**src/hw/rtl/plp_pkg.sv**
```systemverilog
// Shared constants, types and arithmetic helpers for the polar point histogram.
package plp_pkg;

   localparam int NUM_BINS    = 100;
   localparam int COUNT_WIDTH = 16;
   localparam int SIDE        = NUM_BINS + 1;
   localparam int CELLS       = SIDE * SIDE;
   localparam int BIN_W       = $clog2(SIDE);
   localparam int ADDR_W      = $clog2(CELLS);
   localparam int QUEUE_DEPTH = 4;
   localparam int QPTR_W      = $clog2(QUEUE_DEPTH);

   localparam logic [COUNT_WIDTH-1:0] COUNT_MAX = {COUNT_WIDTH{1'b1}};

   // Sine polynomial coefficients, Q4.14
   localparam logic signed [17:0] COEF_T = 18'sd1160;
   localparam logic signed [17:0] COEF_U = 18'sd10512;
   localparam logic signed [17:0] COEF_W = 18'sd25736;
   localparam logic signed [17:0] HALF   = 18'sd16384;

   // Multiplier step numbers of one sine-to-bin pass
   localparam logic [2:0] STEP_SQUARE = 3'd0;
   localparam logic [2:0] STEP_T      = 3'd1;
   localparam logic [2:0] STEP_V      = 3'd2;
   localparam logic [2:0] STEP_SINE   = 3'd3;
   localparam logic [2:0] STEP_RADIUS = 3'd4;
   localparam logic [2:0] STEP_BIN    = 3'd5;

   // Command codes
   localparam logic [1:0] CMD_ADD       = 2'd0;
   localparam logic [1:0] CMD_READ      = 2'd1;
   localparam logic [1:0] CMD_READ_CLR  = 2'd2;
   localparam logic [1:0] CMD_UNUSED    = 2'd3;

   typedef struct packed {
      logic             add;
      logic             clear;
      logic [BIN_W-1:0] col;
      logic [BIN_W-1:0] row;
   } job_type;

   // Fold a Q1.15 angle into [-1/2, 1/2] of pi
   function automatic logic signed [17:0] fold_angle(input logic signed [15:0] a);
      logic signed [17:0] ax;
      ax = 18'(a);
      if (ax > HALF) begin
         return 18'sd32768 - ax;
      end else if (ax < -HALF) begin
         return -18'sd32768 - ax;
      end
      return ax;
   endfunction

   // Clamp a bin request to the top bin
   function automatic logic [BIN_W-1:0] clamp_bin(input logic [6:0] v);
      if (8'(v) > 8'(NUM_BINS)) begin
         return BIN_W'(NUM_BINS);
      end
      return BIN_W'(v);
   endfunction

   // Report a counter through the 16-bit count field
   function automatic logic [15:0] report_count(input logic [COUNT_WIDTH-1:0] v);
      logic [32:0] e;
      e = 33'(v);
      if (e > 33'h0FFFF) begin
         return 16'hFFFF;
      end
      return e[15:0];
   endfunction

endpackage

```
**src/hw/rtl/plp_queue.sv**
```systemverilog
// Short job queue between the front end and the counter back end.
module plp_queue (
   input  logic             clock,
   input  logic             reset,
   input  logic             wr_en,
   input  plp_pkg::job_type wr_data,
   output logic             q_full,
   input  logic             rd_en,
   output logic             q_empty,
   output plp_pkg::job_type rd_data
);

   plp_pkg::job_type              slot_ff [plp_pkg::QUEUE_DEPTH];
   logic [plp_pkg::QPTR_W-1:0]    wp_ff, wp_in, rp_ff, rp_in;
   logic [plp_pkg::QPTR_W:0]      cnt_ff, cnt_in;
   logic                          do_wr, do_rd;

   assign q_full  = (cnt_ff == (plp_pkg::QPTR_W+1)'(plp_pkg::QUEUE_DEPTH));
   assign q_empty = (cnt_ff == '0);
   assign do_wr   = wr_en && !q_full;
   assign do_rd   = rd_en && !q_empty;
   assign rd_data = slot_ff[rp_ff];

   // Advance pointers and occupancy
   always_comb begin
      wp_in  = do_wr ? wp_ff + 1'b1 : wp_ff;
      rp_in  = do_rd ? rp_ff + 1'b1 : rp_ff;
      cnt_in = cnt_ff + (plp_pkg::QPTR_W+1)'(do_wr) - (plp_pkg::QPTR_W+1)'(do_rd);
   end

   always_ff @(posedge clock) begin
      if (reset) begin
         wp_ff  <= '0;
         rp_ff  <= '0;
         cnt_ff <= '0;
      end else begin
         wp_ff  <= wp_in;
         rp_ff  <= rp_in;
         cnt_ff <= cnt_in;
      end
      if (do_wr) begin
         slot_ff[wp_ff] <= wr_data;
      end
   end

   // Occupancy stays within depth
   a_cnt_range: assert property (@(posedge clock) disable iff (reset)
      cnt_ff <= (plp_pkg::QPTR_W+1)'(plp_pkg::QUEUE_DEPTH))
      else $error("queue overfilled");

   // Pointer gap matches occupancy
   a_ptr_gap: assert property (@(posedge clock) disable iff (reset)
      (wp_ff - rp_ff) == cnt_ff[plp_pkg::QPTR_W-1:0])
      else $error("queue pointers disagree with count");

   // A lone write raises occupancy by one
   a_cnt_step: assert property (@(posedge clock) disable iff (reset)
      (do_wr && !do_rd) |=> cnt_ff == $past(cnt_ff) + 1'b1)
      else $error("queue count did not advance");

endmodule

```
**config.mk**
```make
export PLATFORM = sky130hd
export DESIGN_NAME = plp_queue
export DESIGN_NICKNAME = d
export VERILOG_FILES = /design/src/hw/rtl/plp_pkg.sv /design/src/hw/rtl/plp_queue.sv
export SDC_FILE = /design/constraint.sdc
export NUM_CORES = 1
export LEC_CHECK = 0
export BUFFER_PORTS_ARGS = -buffer_cell sky130_fd_sc_hd__buf_2
export CAP_MARGIN = 20
export CORE_ASPECT_RATIO = 0.5
export CORE_MARGIN = 2
export CORE_UTILIZATION = 40
export CTS_CLUSTER_SIZE = 16
export DETAILED_ROUTE_END_ITERATION = 10
export GPL_TIMING_DRIVEN = 1
export PLACE_DENSITY_LB_ADDON = 0.08
export SLEW_MARGIN = 20
export SYNTH_ARGS = -nofsm -noshare
export SYNTH_HDL_FRONTEND = slang
export SYNTH_SLANG_ARGS = --single-unit
```
**constraint.sdc**
```tcl
create_clock -name clock -period 6.2 [get_ports clock]
set_clock_uncertainty 0.2 [all_clocks]
set_input_delay 0.62 -clock clock [delete_from_list [all_inputs] [get_ports clock]]
set_output_delay 0.62 -clock clock [all_outputs]
set_load 0.005 [all_outputs]
```
Yosys cells after proc, flatten, opt, wreduce, memory -nomap -nowiden
Memories as Yosys holds them, arrays and structs flattened. A register that Yosys moved wholly into a read port is not among the register bits.
Cells that the tools add are included.
Storage, ports and cells
  memories: 1
  latch bits: 0
  RAM bits: 64
  logic and storage cells: 18
  register bits after elaboration: 7
  output and inout bits: 18
  ROM bits: 0
Operators by class
  bitwise gates (word level): 0
  multipliers: 0
  magnitude comparators: 0
  shifts and indexed selects: 0
  add/sub/neg operators: 4
  divide/modulo/power cells: 0
  equal/unequal tests: 1
  reductions and logical operators: 5
  mux-type cells: 4
Memories
  slot_ff: depth 4, width 16, read ports 1, clocked after Yosys merged registers in 1, wr ports 1, line plp_queue.sv:13  | plp_pkg::job_type slot_ff [plp_pkg::QUEUE_DEPTH];
Operators by type and width (number)
  adder 2 x 1 -> 2 bit (second input constant): 2
  2-to-1 mux 2 bit: 2
  adder 3 x 1 -> 3 bit: 1
  == test 3 bit (second input constant): 1
  logical NOT 3 bit: 1
  subtractor 3 x 1 -> 3 bit: 1
  logical AND 1 bit: 2
  logical NOT 1 bit: 2
  2-to-1 mux 1 bit: 2

Longest topological paths before layout
Gate-level depths: netlist of the first run.
  word-level depth: 5
  depth in mapped cells: 10
  mapped depth without buffers: 10

Least setup slack after synthesis of the first run
Ideal clock, no wire load.
  path kind: input to register
  start point: in wr_en
  end point: reg cnt_ff[2] (netlist bit)
  setup time: 0.125 ns
  stages on the path: 10
  path slack: 3.745 ns
  data arrival time: 2.130 ns
  cell sequence: inv_1 > nor2_1 > inv_1 > ha_1 > inv_1 > ha_1 > fa_1 > xnor2_1 > xnor2_1 > nor2_1
Between the ends
  word-level cells in the longest chain between the ends: 3
RTL lines
  start: declaration: line plp_queue.sv:5  | input logic wr_en,
  logical AND 1 bit: line plp_queue.sv:20  | assign do_wr = wr_en && !q_full;
  adder 3 x 1 -> 3 bit: line plp_queue.sv:28  | cnt_in = cnt_ff + (plp_pkg::QPTR_W+1)'(do_wr) - (plp_pkg::QPTR_W+1)'(do_rd);
  subtractor 3 x 1 -> 3 bit: line plp_queue.sv:28
  end signal: assignment: line plp_queue.sv:39  | cnt_ff <= cnt_in;
  end: declaration: line plp_queue.sv:15  | logic [plp_pkg::QPTR_W:0] cnt_ff, cnt_in;
Every way passes these cells.
A chain may end at the register's enable or synchronous reset.

==> out/metrics.yaml, run 1 <==
sta:
  hold_violations: 0
  grt_setup_unrepaired: "no"
  setup_tns_ps: 0
  setup_viol: 0
  drv_slew: 0
  fin_crit_ps: 2620
  post-route-period-util: 0.422
  fmax_mhz: 382
  worst-slew-pin-transition_ps: 910
  slew_headroom: 0.393
grt:
  grtUsageTotal: 0.138
  antenna_found_initial: 0
  grt_pass1_wl_um: 7280
  grt_pass1_vias: 1365
  overflow: 0
  grt_max_degree: 17
detailed_routing:
  drt-total-wl_um: 4520
  postRouteAntennaNets: 0
  firstDrtPassIters: 4
  drc: 0
  dr.first_iter.drc_count: 54
  avgRoutedWirePerCell_um: 16.5
  vias: 1311
  routed_via_density: 4.78
synth:
  ys_types: 25
  synth_area_um2: 2810
  synth-xor-area-share: 0.00935
  ys_seq_area_frac: 0.748
  syn_inst: 135
  synth_ff_type: "edfxtp_1"
  synthSimpleGateAreaFrac: 0.0370
  synth-seq-cells: 73
  yosys_warnings: 0
  synthMuxAreaShare: 0.133
  synth-compound-area-share: 0.0116
  synth_top_family_by_area: "multiplexers"
  synth_edf_count: 64
  async_flop_share: 0
  syn-num-nets: 162
  yosys.area_share.adder: 0.0339
  avgSynthCellArea_um2: 20.8
worst_hold_path:
  hp-class: "input pin to register"
placement:
  numPortBuffers: 37
  gp_congestion: 0.656
  dp.cells: 260
  hpwl_um: 2730
clock_network:
  root_buffer: "clkbuf_16"
  cts.htree.levels: 3
  cts_buffer_depth: 2
  cts_setup_buffers: 0
  cts_sinks: 73
  cts_buffers: 9
  path_clk_slew_ps: 50
  cts_tree: "done"
  clk_latency_ps: 330
  holdBufCountCts: 0
  ctsResizeCount: 0
floorplanning:
  die_y_um: 63.3
  rows: 21
  start_util: 0.418
  die_x_um: 123
  die_area_um2: 7750
  io_pins: 38
  coreArea_um2: 6730
power:
  p_seq_frac: 0.470
  clockPowerShare: 0.328
  switching_share: 0.248
  powerDensity_nw_per_um2: 401
  peakVddDrop_mv: 0.200
  switchingPower_mw: 0.330
  p_comb_frac: 0.202
  internal-power_mw: 1.00
  p_leak_nw: 1.17
setup_path:
  cpPeakStageDelay_ps: 900
  crit_family: "flip-flops"
  crit_path_end_kind: "output port"
  worst-endpoint-required_ps: 5380
  cp.arrival_ps: 1800
  path_cells: "mux4_2 -> buf_2"
  critPathSlowestCell: "dfxtp_1"
  critPathMaxFanout: 16
  path_class: "register to output port"
  critPathBufInv: 1
  cp-start-kind: "register"
layout:
  syn_to_final_growth_pct: 18.3
  stdcell_count: 274
  multi_input_area_um2: 632
  antenna_cells: 0
  n_fill_cell: 589
  seqCellArea_um2: 2100
  drive_above_1_share: 0.374
  final_nets: 206
  finish.utilization: 0.494
outcome:
  status: "completed"
job:
  cap_violations: 0
## cell usage after synthesis, types with 2 or more instances
cell	count	share of area
a21oi_1	2	0.0036
ha_1	6	0.027
edfxtp_1	64	0.68
nand2b_1	2	0.0045
mux4_2	15	0.12
nor2_1	4	0.0053
o21ai_0	2	0.0036
inv_1	8	0.011
and2_1	4	0.0089
dfxtp_1	9	0.064
buf_2	2	0.0036
xnor2_1	2	0.0062
nor2b_1	2	0.0045
or3_1	2	0.0045
## worst reg2reg max path, cell delays in order, from the launching register on
cell and delay [ps]:
dfxtp_1 440, nor3b_2 110, nor2_1 280, inv_1 90
ha_1 290, inv_1 40, ha_1 180, fa_1 370
xnor2_1 170, xnor2_1 140, nor2_1 50
## state kept, by name, indices dropped and copies added, names as in the netlist, named ones only
name,cells
rp_ff,2
cnt_ff,3
wp_ff,2
slot_ff,64
## logic make-up (layout without fill, tap and decap cells)
family	after synthesis	count (layout)
buffers and inverters	13	60
multiplexers	17	17
flip-flops	73	73
AND/OR/NAND/NOR	17	17
XOR/XNOR	3	3
adder cells (fa/ha/maj)	7	7
AO/OA/AOI/OAI	5	5
## path summary, 6_finish.rpt
check / startpoint / to / slack, ps / depth (start not counted)
worst max-delay path: register / rd_data[7] / 3580 / 2
worst min-delay path: wr_data[15] / slot_ff[2][15]$_DFFE_PP_ / 310 / 1
worst max register to register: cnt_ff[1]$_SDFF_PP0_ / cnt_ff[2]$_SDFF_PP0_ / 3730 / 10
worst min register to register: rp_ff[1]$_SDFFE_PP0P_ / rp_ff[1]$_SDFFE_PP0P_ / 310 / 2
## per-stage QoR
step / power (mW) / hold slack [ps] / setup slack [ps] / instance area (µm²)
3_5_place_dp: 0.916 / 299 / 3510 / 3070
3_3_place_gp: 0.912 / 276 / 3580 / 3070
4_1_cts: 1.36 / 293 / 3540 / 3320
6_report: 1.33 / 305 / 3580 / 3320
5_1_grt: 1.41 / 294 / 3480 / 3320
2_1_floorplan: 0.829 / 259 / 3750 / 2810
## routing by layer
metal	vias to the layer above	routed length (µm)	GRT usage
met5	-	0	0
met4	0	55	0.0431
met3	5	310	0.0897
met2	33	2070	0.199
met1	657	2080	0.170
li1	616	-	-
## power by group through the flow
stage / sequential, mW / combinational, mW / clock, mW
2_1_floorplan: 0.622 / 0.207 / 0
3_3_place_gp: 0.636 / 0.276 / 0
3_5_place_dp: 0.638 / 0.277 / 0
4_1_cts: 0.628 / 0.279 / 0.449
5_1_grt: 0.634 / 0.304 / 0.477
6_report: 0.627 / 0.269 / 0.438
## layout by cell type (no fill, tap or decap)
cell,count
a21oi_1,2
and2_1,4
buf_2,37
buf_4,1
clkbuf_16,9
clkinv_1,2
clkinv_2,2
clkinvlp_4,1
dfxtp_1,9
edfxtp_1,64
fa_1,1
ha_1,6
inv_1,8
mux2i_1,1
mux4_1,1
mux4_2,15
nand2_1,1
nand2b_1,2
nor2_1,4
nor2b_1,2
nor3_2,1
nor3b_2,1
o21ai_0,2
o31ai_2,1
or3_1,2
xnor2_1,2
xor2_1,1
## area by class of cell
cell class / instances / area share
Inverter: 8 / 0.00904
Clock buffer: 9 / 0.0678
Multi-Input combinational cell: 49 / 0.190
Tap cell: 92 / 0.0347
Clock inverter: 5 / 0.00753
Sequential cell: 73 / 0.633
Timing Repair Buffer: 38 / 0.0580
Power figures use the tool's default switching activity.
==> run 2, diff against run 1 <==
==> constraint.sdc (replaced) <==
create_clock -name clock -period 2.65 [get_ports clock]
set_clock_uncertainty 0.2 [all_clocks]
set_input_delay 0.265 -clock clock [delete_from_list [all_inputs] [get_ports clock]]
set_output_delay 0.265 -clock clock [all_outputs]
set_load 0.005 [all_outputs]
==> run 2 against run 1 <==
Non-clock buffer count rose by 23. Count of clock-buffer cells in the layout did not move. Register-to-register slack got worse by 3400 ps. Hold slack got worse by 280 ps. Combinational power rose to 2.5 times the previous value. Sequential share of layout area fell by 4.4 points. Die area did not move. Critical path type unchanged.
==> out/metrics.yaml, run 2 (synthesis gave the netlist of run 1 again) <==
setup_path:
  cpPeakStageDelay_ps: 590  # -310 ps
  cp-start-kind: "register"
  crit_cells: 3  # +1
  cp.arrival_ps: 1880  # +80 ps
  path_cells: "buf_4 -> mux4_2 -> buf_2"
  crit_path_end_kind: "output port"
  critPathBufInv: 2  # +1
  path_class: "register to output port"
  worst-endpoint-required_ps: 2180  # -3200 ps
  reg2regPathDepth: 9  # -1
  crit_family: "flip-flops"
  critPathSlowestCell: "dfxtp_1"
  critPathMaxFanout: 7  # -9
detailed_routing:
  avgRoutedWirePerCell_um: 15.0  # -9.0%
  vias: 1372  # +4.7%
  route.met3.wl_um: 214  # -31%
  routed_via_density: 4.60  # -3.8%
  dr.max_layer_used: "met4"
  firstDrtPassIters: 4  # unchanged
  postRouteAntennaNets: 0  # unchanged
  dr.first_iter.drc_count: 65  # +20%
  drc: 0  # unchanged
  met2WireLength_um: 2200  # +6.4%
  met1_length_um: 2000  # -4.1%
  drt-total-wl_um: 4470  # -1.0%
grt:
  overflow: 0  # unchanged
  grt_max_degree: 17  # unchanged
  grtUsageTotal: 0.135  # -0.00325
  grt_pass1_wl_um: 7380  # +1.3%
  antenna_found_initial: 0  # unchanged
  grt_pass1_vias: 1461  # +7.0%
power:
  internal-power_mw: 2.49  # +150%
  p_comb_frac: 0.206  # +0.004
  switching_share: 0.240  # -0.00789
  switchingPower_mw: 0.786  # +140%
  clockPowerShare: 0.346  # +0.018
  peakVddDrop_mv: 0.507  # +150%
  p_seq_frac: 0.448  # -0.022
  powerDensity_nw_per_um2: 918  # +130%
  p_leak_nw: 1.29  # +10%
  p_total_mw: 3.28  # +150%
layout:
  final_cell_mix: "edfxtp_1 (64), buf_2 (37), dlygate4sd3_1 (16)"
  final_nets: 229  # +11%
  syn_to_final_growth_pct: 27.1
  regMostFlops: "slot_ff"
  final_common_cell: "edfxtp_1"
  n_fill_cell: 582  # -1.2%
  drive_above_1_share: 0.374  # about the same
  finish.utilization: 0.531  # +0.0368
  largest_register_ffs: 64  # unchanged
  antenna_cells: 0  # unchanged
  reg_top3: "slot_ff (64), cnt_ff (3)"
sta:
  fmax_mhz: 427
  setup_tns_ps: 0  # unchanged
  setup_viol: 0  # unchanged
  grt_setup_unrepaired: "no"
  fin_crit_ps: 2340
  worst-slew-pin-transition_ps: 441  # -469 ps
  post-route-period-util: 0.884
  slew_headroom: 0.706  # +0.313
  drv_slew: 0  # unchanged
  hold_violations: 0  # unchanged
worst_hold_path:
  hp-class: "input pin to register"
  whs_path_depth: 2  # +1
clock_network:
  cts_sinks: 73  # unchanged
  root_buffer: "clkbuf_16"
  path_clk_slew_ps: 50  # about the same
  cts_buffers: 9  # unchanged
  cts_tree: "done"
  clk_latency_ps: 320  # about the same
  cts.htree.levels: 3  # unchanged
  cts_buffer_depth: 2  # unchanged
outcome:
  status: "completed"
floorplanning:
  die_area_um2: 7750  # unchanged
  rows: 21  # unchanged
  die_x_um: 123  # unchanged
  die_y_um: 63.3  # unchanged
  io_pins: 38  # unchanged
  coreArea_um2: 6730  # unchanged
  start_util: 0.418  # unchanged
job:
  cap_violations: 0  # unchanged
placement:
  gp_congestion: 0.678  # +3.3%
  numPortBuffers: 37  # unchanged
  hpwl_um: 2790  # +2.4%
-- run 2: final timing paths --
| check | from | to | slack [ps] |
|---|---|---|---|
| worst max-delay path | register | rd_data[8] | 310 |
| worst min-delay path | reset | wp_ff[0]$_SDFFE_PP0P_ | 20 |
| worst max register to register | cnt_ff[1]$_SDFF_PP0_ | cnt_ff[2]$_SDFF_PP0_ | 320 |
| worst min register to register | rp_ff[1]$_SDFFE_PP0P_ | register | 290 |
-- run 2: layout make-up --
cell class                 count  area [µm²]  area share
sequential                    73        2100       0.589
timing repair buffer          61         405       0.114
clock buffer                   9         225      0.0631
multi-input combinational     49         632       0.177
tap                           92         115      0.0322
clock inverter                 6        60.1      0.0168
inverter                       8        30.0     0.00841
-- run 2: power by group through the flow --
stage,Clock (mW),Combinational (mW),Sequential [mW]
after global routing,1.22,0.755,1.49
final,1.14,0.675,1.47
after CTS,1.16,0.696,1.47
after floorplan,0,0.484,1.46
after detailed placement,0,0.674,1.49
after global placement,0,0.672,1.49
-- run 2: per-stage QoR --
step | area [µm²] | worst slack [ps] | instances | hold slack (ps)
after CTS | 3570 | 249 | 298 | 11.0
after global placement | 3120 | 372 | 267 | 279
after floorplan | 2810 | 346 | 135 | 164
after global routing | 3570 | 160 | 298 | 36.5
after detailed placement | 3120 | 315 | 267 | 285
final | 3570 | 309 | 298 | 21.1
-- run 2: timing repair --
action | CTS | global route
setup buffers | 0 | 0
resized for setup | 0 | 0
endpoints found under the hold margin | 64 | 0
hold buffers | 16 | 0
-- run 2: routing by layer --
metal,global-route usage,vias to the layer above
met4,0.0474,0
met3,0.0625,7
met1,0.166,677
li1,-,660
met2,0.210,28
met5,0,-
