`src/hw/rtl/plp_pkg.sv`:
```
// Shared constants, types and arithmetic helpers for the polar point histogram.
package plp_pkg;

   localparam int NUM_BINS    = 100;
   localparam int COUNT_WIDTH = 16;
   localparam int SIDE        = NUM_BINS + 1;
   localparam int CELLS       = SIDE * SIDE;
   localparam int BIN_W       = $clog2(SIDE);
   localparam int ADDR_W      = $clog2(CELLS);
   localparam int QUEUE_DEPTH = 4;
   localparam int QPTR_W      = $clog2(QUEUE_DEPTH);

   localparam logic [COUNT_WIDTH-1:0] COUNT_MAX = {COUNT_WIDTH{1'b1}};

   // Sine polynomial coefficients, Q4.14
   localparam logic signed [17:0] COEF_T = 18'sd1160;
   localparam logic signed [17:0] COEF_U = 18'sd10512;
   localparam logic signed [17:0] COEF_W = 18'sd25736;
   localparam logic signed [17:0] HALF   = 18'sd16384;

   // Multiplier step numbers of one sine-to-bin pass
   localparam logic [2:0] STEP_SQUARE = 3'd0;
   localparam logic [2:0] STEP_T      = 3'd1;
   localparam logic [2:0] STEP_V      = 3'd2;
   localparam logic [2:0] STEP_SINE   = 3'd3;
   localparam logic [2:0] STEP_RADIUS = 3'd4;
   localparam logic [2:0] STEP_BIN    = 3'd5;

   // Command codes
   localparam logic [1:0] CMD_ADD       = 2'd0;
   localparam logic [1:0] CMD_READ      = 2'd1;
   localparam logic [1:0] CMD_READ_CLR  = 2'd2;
   localparam logic [1:0] CMD_UNUSED    = 2'd3;

   typedef struct packed {
      logic             add;
      logic             clear;
      logic [BIN_W-1:0] col;
      logic [BIN_W-1:0] row;
   } job_type;

   // Fold a Q1.15 angle into [-1/2, 1/2] of pi
   function automatic logic signed [17:0] fold_angle(input logic signed [15:0] a);
      logic signed [17:0] ax;
      ax = 18'(a);
      if (ax > HALF) begin
         return 18'sd32768 - ax;
      end else if (ax < -HALF) begin
         return -18'sd32768 - ax;
      end
      return ax;
   endfunction

   // Clamp a bin request to the top bin
   function automatic logic [BIN_W-1:0] clamp_bin(input logic [6:0] v);
      if (8'(v) > 8'(NUM_BINS)) begin
         return BIN_W'(NUM_BINS);
      end
      return BIN_W'(v);
   endfunction

   // Report a counter through the 16-bit count field
   function automatic logic [15:0] report_count(input logic [COUNT_WIDTH-1:0] v);
      logic [32:0] e;
      e = 33'(v);
      if (e > 33'h0FFFF) begin
         return 16'hFFFF;
      end
      return e[15:0];
   endfunction

endpackage

```
`src/hw/rtl/plp_front.sv`:
```
// Front end: accepts commands and turns add points into cell coordinates.
module plp_front (
   input  logic                    clock,
   input  logic                    reset,
   input  logic                    hold,
   input  logic                    push,
   output logic                    full,
   input  logic [1:0]              req_command,
   input  logic signed [15:0]      req_angle,
   input  logic [15:0]             req_radius,
   input  logic [6:0]              req_cell_column,
   input  logic [6:0]              req_cell_row,
   output logic                    q_push,
   input  logic                    q_full,
   output plp_pkg::job_type        q_data
);

   typedef enum logic [2:0] {
      F_IDLE = 3'b001,
      F_CALC = 3'b010,
      F_PUSH = 3'b100
   } fstate_type;

   fstate_type               state_ff, state_in;
   logic [2:0]               step_ff, step_in;
   logic                     pass_ff, pass_in;
   logic signed [15:0]       angle_ff, angle_in;
   logic [15:0]              radius_ff, radius_in;
   logic signed [17:0]       z_ff, z_in;
   logic signed [17:0]       z2_ff, z2_in;
   logic signed [17:0]       acc_ff, acc_in;
   plp_pkg::job_type         job_ff, job_in;
   logic signed [17:0]       mul_a, mul_b;
   logic signed [35:0]       prod;
   logic signed [35:0]       sh14, sh15, sh16;
   logic signed [35:0]       coord;
   logic [plp_pkg::BIN_W-1:0] bin;
   logic                     accept;

   assign full   = (state_ff != F_IDLE) || hold;
   assign accept = push && !full;
   assign q_push = (state_ff == F_PUSH) && !q_full;
   assign q_data = job_ff;

   // Select multiplier operands for the current step
   always_comb begin
      mul_a = (step_ff == plp_pkg::STEP_SQUARE) ? z_ff : acc_ff;
      unique case (step_ff)
         plp_pkg::STEP_SQUARE: mul_b = z_ff;
         plp_pkg::STEP_T:      mul_b = plp_pkg::COEF_T;
         plp_pkg::STEP_V:      mul_b = z2_ff;
         plp_pkg::STEP_SINE:   mul_b = z_ff;
         plp_pkg::STEP_RADIUS: mul_b = 18'({2'b00, radius_ff});
         default:              mul_b = 18'(plp_pkg::NUM_BINS);
      endcase
   end

   assign prod  = 36'(mul_a) * 36'(mul_b);
   assign sh14  = prod >>> 14;
   assign sh15  = prod >>> 15;
   assign sh16  = prod >>> 16;
   assign coord = sh16 + 36'sd16384;
   assign bin   = (sh15 > 36'(plp_pkg::NUM_BINS)) ? plp_pkg::BIN_W'(plp_pkg::NUM_BINS)
                                                   : plp_pkg::BIN_W'(sh15);

   // Sequence accept, multiplier passes and queue push
   always_comb begin
      state_in  = state_ff;
      step_in   = step_ff;
      pass_in   = pass_ff;
      angle_in  = angle_ff;
      radius_in = radius_ff;
      z_in      = z_ff;
      z2_in     = z2_ff;
      acc_in    = acc_ff;
      job_in    = job_ff;
      unique case (state_ff)
         F_IDLE: begin
            if (accept) begin
               angle_in    = req_angle;
               radius_in   = req_radius;
               job_in.add  = (req_command == plp_pkg::CMD_ADD);
               job_in.clear = (req_command == plp_pkg::CMD_READ_CLR);
               job_in.col  = plp_pkg::clamp_bin(req_cell_column);
               job_in.row  = plp_pkg::clamp_bin(req_cell_row);
               step_in     = plp_pkg::STEP_SQUARE;
               pass_in     = 1'b0;
               // cosine first: sine of angle plus a half, wrapped
               z_in        = plp_pkg::fold_angle(req_angle + 16'sd16384);
               state_in    = (req_command == plp_pkg::CMD_ADD) ? F_CALC : F_PUSH;
            end
         end
         F_CALC: begin
            step_in = step_ff + 3'd1;
            unique case (step_ff)
               plp_pkg::STEP_SQUARE: begin
                  z2_in  = 18'(sh14);
                  acc_in = 18'(sh14);
               end
               plp_pkg::STEP_T: acc_in = plp_pkg::COEF_U - 18'(sh14);
               plp_pkg::STEP_V: acc_in = plp_pkg::COEF_W - 18'(sh14);
               plp_pkg::STEP_SINE: begin
                  if (sh14 > 36'sd16384) begin
                     acc_in = plp_pkg::HALF;
                  end else if (sh14 < -36'sd16384) begin
                     acc_in = -plp_pkg::HALF;
                  end else begin
                     acc_in = 18'(sh14);
                  end
               end
               plp_pkg::STEP_RADIUS: acc_in = (coord < 0) ? 18'sd0 : 18'(coord);
               default: begin
                  step_in = plp_pkg::STEP_SQUARE;
                  if (!pass_ff) begin
                     job_in.col = bin;
                     pass_in    = 1'b1;
                     z_in       = plp_pkg::fold_angle(angle_ff);
                  end else begin
                     job_in.row = bin;
                     state_in   = F_PUSH;
                  end
               end
            endcase
         end
         default: begin
            if (!q_full) begin
               state_in = F_IDLE;
            end
         end
      endcase
   end

   always_ff @(posedge clock) begin
      if (reset) begin
         state_ff <= F_IDLE;
         step_ff  <= plp_pkg::STEP_SQUARE;
         pass_ff  <= 1'b0;
      end else begin
         state_ff <= state_in;
         step_ff  <= step_in;
         pass_ff  <= pass_in;
      end
      angle_ff  <= angle_in;
      radius_ff <= radius_in;
      z_ff      <= z_in;
      z2_ff     <= z2_in;
      acc_ff    <= acc_in;
      job_ff    <= job_in;
   end

   // Step counter never passes the bin step
   a_step_range: assert property (@(posedge clock) disable iff (reset)
      step_ff <= plp_pkg::STEP_BIN)
      else $error("front step out of range");

   // A pass ends back at the square step
   a_step_wrap: assert property (@(posedge clock) disable iff (reset)
      (state_ff == F_CALC && step_ff == plp_pkg::STEP_BIN) |=> step_ff == plp_pkg::STEP_SQUARE)
      else $error("front step did not wrap");

   // Read commands skip the multiplier
   a_read_direct: assert property (@(posedge clock) disable iff (reset)
      (accept && req_command != plp_pkg::CMD_ADD) |=> state_ff == F_PUSH)
      else $error("read command entered calculation");

endmodule

```
`config.mk`:
```
export PLATFORM = sky130hd
export DESIGN_NAME = plp_front
export DESIGN_NICKNAME = d
export VERILOG_FILES = /design/src/hw/rtl/plp_pkg.sv /design/src/hw/rtl/plp_front.sv
export SDC_FILE = /design/constraint.sdc
export NUM_CORES = 1
export LEC_CHECK = 0
export BUFFER_PORTS_ARGS = -buffer_cell sky130_fd_sc_hd__buf_2
export CORE_ASPECT_RATIO = 1.75
export CORE_MARGIN = 2
export CORE_UTILIZATION = 55
export DETAILED_ROUTE_END_ITERATION = 10
export PLACE_DENSITY = 0.72
export SETUP_SLACK_MARGIN = 0.02
export SLEW_MARGIN = 20
export SYNTH_ARGS = -nofsm -noshare
export SYNTH_HDL_FRONTEND = slang
export SYNTH_SLANG_ARGS = --single-unit
```
`constraint.sdc`:
```
create_clock -name clock -period 10.2 [get_ports clock]
set_input_delay 2.04 -clock clock [delete_from_list [all_inputs] [get_ports clock]]
set_output_delay 2.04 -clock clock [all_outputs]
set_load 0.05 [all_outputs]
```
# --- Word level (Yosys, flattened, before mapping) ---
# Cells that the tools add are included.
totals:
  elab_cells: 118
  ff_bits: 109
  input_bits: 53
op_classes:
  n_mul: 1
  reduce_logical: 19
  magnitude_cmp: 10
  addsub: 9
  eq_ne: 14
  mux: 53
ops:
  columns: ["operator", "n"]
  rows:
  - ["18-bit 2-to-1 mux", 13]
  - ["18-bit one-hot mux with 5 select lines", 1]
  - ["18-bit one-hot mux with 4 select lines", 1]
  - ["7-bit 2-to-1 mux", 7]
  - ["18-bit by 18-bit multiplier with 36-bit output", 1]
  - ["18-bit one-hot mux with 2 select lines", 1]
  - ["17-bit by 16-bit subtractor with 18-bit output, first input constant", 2]
  - ["16-bit by 16-bit subtractor with 17-bit output, first input constant", 2]
  - ["16-bit > comparator, second input constant", 2]
  - ["16-bit by 15-bit less-than comparator with 1-bit output, second input constant", 2]
  - ["14-bit 2-to-1 mux", 2]
  - ["14-bit one-hot mux with 2 select lines", 1]
  - ["22-bit by 16-bit > comparator with 1-bit output, second input constant", 1]
  - ["22-bit by 15-bit less-than comparator with 1-bit output, second input constant", 1]
  - ["20-bit by 16-bit adder with 21-bit output, second input constant", 1]
  - ["21-bit by 8-bit > comparator with 1-bit output, second input constant", 1]
  - ["21-bit by 1-bit less-than comparator with 1-bit output, second input constant", 1]
  - ["3-bit 2-to-1 mux", 7]
  - ["15-bit by 18-bit subtractor with 18-bit output, first input constant", 1]
  - ["16-bit by 18-bit subtractor with 18-bit output, first input constant", 1]
  - ["1-bit 2-to-1 mux", 17]
  - ["16-bit adder, second input constant", 1]
  - ["7-bit > comparator, second input constant", 2]
  - ["3-bit one-hot mux with 2 select lines", 2]
  - ["other kinds (20)", 35]

# --- Depth between registers and ports, before layout ---
depth:
  word_depth: 10
  mapped_depth: 40
  ltp_nobuf: 36

# --- Worst setup path before layout ---
# No wires, ideal clock.
synth_timing:
  kind: "register -> register"
  from: "register step_ff[2]"
  to: "register acc_ff[17] (data pin)"
  stages_incl_launch_ff: 36
  synth_period_minus_slack_ns: 9.392
  t_required_ns: 9.935
  arrival_ns: 9.127
  setup_slack_ns: 0.808
  path_cell_list: "dfxtp_1 -> clkbuf_1 -> inv_1 -> ha_1 -> clkbuf_1 -> nand2b_1 -> clkbuf_1 -> clkbuf_1 -> a222oi_1 -> clkbuf_1 -> clkbuf_1 -> nor2_1 -> fa_1 -> inv_1 -> fa_1 -> fa_1 -> fa_1 -> inv_1 -> fa_1 -> inv_1 -> fa_1 -> inv_1 -> ha_1 -> o211ai_1 -> or4_4 -> a2111oi_4 -> nor3_4 -> xor2_2 -> inv_2 -> a2111oi_2 -> a2111oi_4 -> o21ai_1 -> a31oi_1 -> o32ai_2 -> a211oi_1 -> or3_1"
synth_via:
  elab_chain_len: 8
  elab_cells_between_ends: 19
  classes_between: "add/sub (3); mul (1); order compare (3); eq/ne (4); mux (6); reduce/logical (2)"
synth_rtl:
  columns: ["element", "line", "source"]
  rows:
  - ["start: declaration", "plp_front.sv:25", "logic [2:0] step_ff, step_in;"]
  - ["start signal: assignment", "plp_front.sv:136", "step_ff <= plp_pkg::STEP_SQUARE;"]
  - ["start signal: assignment", "plp_front.sv:140", "step_ff <= step_in;"]
  - ["3-bit by 2-bit equality test with 1-bit output or 3-bit zero test (tied branches)", "plp_front.sv:48, plp_front.sv:47", null]
  - ["2-bit OR reduction (no line)", null, null]
  - ["18-bit one-hot mux with 4 select lines", "plp_front.sv:48", "unique case (step_ff)"]
  - ["18-bit by 18-bit multiplier with 36-bit output (*)", "plp_front.sv:58", "assign prod = 36'(mul_a) * 36'(mul_b);"]
  - ["20-bit by 16-bit adder with 21-bit output (*)", "plp_front.sv:62", "assign coord = sh16 + 36'sd16384;"]
  - ["named net coord[0]", "plp_front.sv:36", "logic signed [35:0] coord;"]
  - ["21-bit by 1-bit less-than comparator with 1-bit output (*)", "plp_front.sv:111", "plp_pkg::STEP_RADIUS: acc_in = (coord < 0) ? 18'sd0 : 18'(coord);"]
  - ["18-bit 2-to-1 mux (*)", "plp_front.sv:111", null]
  - ["18-bit one-hot mux with 5 select lines (*)", "plp_front.sv:95", "unique case (step_ff)"]
  - ["end signal: assignment", "plp_front.sv:147", "acc_ff <= acc_in;"]
  - ["end: declaration", "plp_front.sv:31", "logic signed [17:0] acc_ff, acc_in;"]
# Mark *: on every way through the listed nets, which the timed path passes. The rest lies on a longest branch.
# A chain may end at the register's enable or synchronous reset.

# --- Final worst setup path ---
layout_timing:
  from: "register step_ff[1]"
  to: "register acc_ff[0] (data pin)"
layout_via:
  elab_chain_len: 8
  elab_cells_between_ends: 19
  classes_between: "add/sub (3); mul (1); order compare (3); eq/ne (4); mux (6); reduce/logical (2)"
layout_rtl:
  columns: ["element", "line", "source"]
  rows:
  - ["3-bit by 2-bit equality test with 1-bit output or 3-bit zero test (tied branches)", "plp_front.sv:48, plp_front.sv:47", null]
  - ["2-bit OR reduction (no line)", null, null]
  - ["18-bit one-hot mux with 4 select lines", "plp_front.sv:48", null]
  - ["18-bit by 18-bit multiplier with 36-bit output (*)", "plp_front.sv:58", null]
  - ["named net prod[31]", "plp_front.sv:34", "logic signed [35:0] prod;"]
  - ["20-bit by 16-bit adder with 21-bit output or 22-bit by 15-bit less-than comparator with 1-bit output (tied branches)", "plp_front.sv:62, plp_front.sv:105", null]
  - ["21-bit by 1-bit less-than comparator with 1-bit output or 18-bit 2-to-1 mux (tied branches)", "plp_front.sv:111, plp_front.sv:105", null]
  - ["18-bit 2-to-1 mux (on tied branches)", "plp_front.sv:111, plp_front.sv:103", null]
  - ["18-bit one-hot mux with 5 select lines (*)", "plp_front.sv:95", null]
# Marks and branches as above.

==> summary.txt <==
Synth
  • Syn Inst Count: roughly 2000
  • Syn Nets: 2535
  • Mapped Avg Cell Area: approximately 9 um^2
  • Warning count from the yosys run: 0
  • Cell Area, Synth: 18550 um^2
  • Post-synth EDFFs: between 100 and 150
  • Ys async rst share: 0%
  • Netlist cell types: between 80 and 90
  • Seq cells post-synth: around 110
  • Top_reg_cell synth: edfxtp_1
  • Sequential share of the synthesized area: 17.27%

Cells and area
  • Area grow syn2layout: 9.902%
  • Final Non-Filler Cells: 2632
  • Layout Nets: 2656
  • Antenna cell count: 0
  • Fraction of final layout cells sized beyond drive strength 1: 11.48%
  • Design Area, Final: 20390 um^2

Setup path
  • Crit path DAT: 9870 ps
  • Crit path largest cell delay: around 800 ps
  • Setup crit start kind: flip-flop
  • Critical Path End: acc_ff[0]$_DFFE_PP_
  • Flop2flop setup slack: 470 ps
  • Crit path kind: reg2reg
  • Most used cell along the critical path: fa_1
  • Slowest cell on the critical path: fa_1
  • Worst path bufs/invs: 7
  • Worst setup path startpoint: step_ff[1]$_SDFFE_PP0P_
  • R2R cell count: 31
  • CP Data Required Time: 10340 ps
  • RR Endpoint: acc_ff[0]$_DFFE_PP_
  • Max Fanout on Critical Path: 11
  • R2r startpoint: step_ff[1]$_SDFFE_PP0P_
  • Crit path capture type: flip-flop
  • CP delay by family, top: adder cells
  • Worst path depth: 31

Clock network
  • Skew-Pair Late Insertion Delay: 360 ps
  • CTS Buf Count: 9
  • CTS max path bufs: 2
  • CTS tree: built
  • H-tree level count: 3
  • CTS Sinks: ~110
  • Postcts setup bufs: 0
  • Clock slew at reported path FFs: 70 ps
  • Root buffer cell: clkbuf_16

Floorplan
  • Initial core utilization: between 50% and 60%
  • Core footprint: 33520 um^2
  • I/O pins: 71
  • Die W: 142.8 um
  • Die Ht: about 250 um
  • Die Area: 35270 um^2
  • Placement row count: 89

Detailed routing
  • Wire per inst: 21.05 um
  • Total number of vias: ~15000
  • Drc violations: 0
  • Drt pass-1 iters: 6
  • Final wirelength: 55400 um
  • Iter 0 DRT Violations: 956
  • Vias/cell: just under 6
  • Final ANT Viol Nets: 0

Global routing
  • GRT Total Usage: 32.97%
  • First-pass GRT wire length: 86820 um
  • Largest net degree at the start of global routing: 38
  • Initial antenna violation count: 0
  • GRT Residual Overflow: 0
  • Vias in the first global route: 16480

STA
  • Endpoints failing setup: 0
  • Period utilization: 95.35%
  • RSZ-0062 raised after global routing: no
  • Worst Clk Skew: 10.56 ps
  • Max-Slew Margin vs Limit: 43.75%
  • Tmin final: 9725 ps
  • Slew @ Worst Pin: ~820 ps
  • Setup TNS: 0 ps
  • Final Max Slew Viols: 0
  • Final hold violation count: 0
  • Hold slack: 545.1 ps
  • Fmax: 102.8 MHz

Place
  • Placed instance area: 20050 um^2
  • I/O Buffers: 70
  • DP HPWL: 46470 um
  • Placed insts: roughly 2600
  • Routability cong.: 1.030

Job
  • Maxcap violations: 0

Status
  • Status: complete, no violations

Hold path
  • Hold Crit Class: reg2reg
worst min path at each step:
stage	cells past startpoint	to	from	slack (ps)
detailed placement	2	step_ff[1]$_SDFFE_PP0P_	step_ff[1]$_SDFFE_PP0P_	540
global route	2	step_ff[1]$_SDFFE_PP0P_	step_ff[1]$_SDFFE_PP0P_	600
finish	2	step_ff[1]$_SDFFE_PP0P_	step_ff[1]$_SDFFE_PP0P_	550
floorplan	2	step_ff[1]$_SDFFE_PP0P_	step_ff[1]$_SDFFE_PP0P_	490
global placement	2	step_ff[1]$_SDFFE_PP0P_	step_ff[1]$_SDFFE_PP0P_	510
CTS	2	step_ff[1]$_SDFFE_PP0P_	step_ff[1]$_SDFFE_PP0P_	550
synth_stat cells (all sizes together) (4+ instances only):
library cell,number,area [um^2]
a2111oi,4,85.08
a211oi,7,57.55
a21boi,6,48.79
a21o,11,82.58
a21oi,73,365.4
a221o,12,120.1
a222oi,7,70.07
a22oi,10,75.07
a31oi,8,50.05
a32oi,4,35.03
and2,18,112.6
and3,6,37.54
buf,7,32.53
clkbuf,65,245.2
dfxtp,7,140.1
edfxtp,102,3063
fa,328,6566
ha,103,1289
inv,403,1513
mux2i,21,210.2
nand2,264,991.0
nand2b,16,102.6
nand3,19,95.09
nand4,6,37.54
nor2,253,949.7
nor2b,8,50.05
nor3,24,136.4
nor4,9,56.30
o211ai,11,82.58
o21a,6,45.04
o21ai,57,292.8
o21bai,5,37.54
o22a,6,52.55
o22ai,5,31.28
o31ai,13,111.4
or2,16,100.1
or3,11,68.82
or4,5,41.29
xnor2,49,451.7
xor2,21,191.4
stage by stage:
step | worst slack (ps) | util [%]
2_1_floorplan | 808.1 | -
3_3_place_gp | 275.3 | 59.83
3_5_place_dp | 246.1 | 59.83
4_1_cts | 206.4 | 60.73
5_1_grt | 37.53 | 60.82
6_report | 474.5 | 60.82
worst min-delay path, cell delays in order, from the launching register on:
cell and delay, ps:
dfxtp_1 350, nand3_1 80, a21oi_1 60
cells in the final DEF, fill, tap and decap left out, types with 11 or more instances in the layout:
master,n
a21o_1,11
a21oi_1,73
a221o_1,12
and2_1,17
buf_2,70
buf_4,112
edfxtp_1,102
fa_1,328
ha_1,103
inv_1,400
mux2i_1,19
nand2_1,264
nand2b_1,15
nand3_1,19
nor2_1,252
nor3_1,21
o211ai_1,11
o21ai_0,46
o31ai_1,12
or2_2,13
or3_1,11
xnor2_1,45
xor2_1,20
logic make-up (layout without fill, tap and decap cells):
logic type | after synthesis | in the layout | share of synthesized area, %
buffers and inverters | 475 | 601 | 9.652
AND/OR/NAND/NOR | 663 | 663 | 15.35
flip-flops | 109 | 109 | 17.27
XOR/XNOR | 70 | 70 | 3.467
AO/OA/AOI/OAI | 278 | 278 | 10.54
adder cells (fa/ha/maj) | 432 | 432 | 42.41
multiplexers | 24 | 24 | 1.315
sequential cells by signal (all words and copies together) (netlist names):
register and flops:
radius_ff 16, z2_ff 18, q_data 16, pass_ff 1, step_ff 3, acc_ff 18, state_ff 3, angle_ff 16
z_ff 18
metal layers:
metal  up-vias  GRT usage [%]  share of wire (%)
li1       6743              -                  -
met1      7563          34.06                 31
met2       742          59.56                 53
met3       302          4.338                6.3
met4         0          25.39                9.7
met5         -              0                  0
cell type report:
class | count | area (um^2)
inverter | 403 | 1513
fill | 2872 | 13130
tap | 455 | 569.3
multi-input combinational | 1467 | 13610
sequential | 109 | 3203
clock inverter | 5 | 60.06
clock buffer | 11 | 242.7
timing repair buffer | 182 | 1191
what timing repair did:
| item | 4_1_cts | 5_1_grt |
|---|---|---|
| endpoints found under the setup margin | 0 | 30 |
| resized for setup | 0 | 5 |
| hold buffers | 0 | 0 |
Power is not shown: default switching activity piles up to over one toggle a cycle in this logic, so the estimate is an artifact.
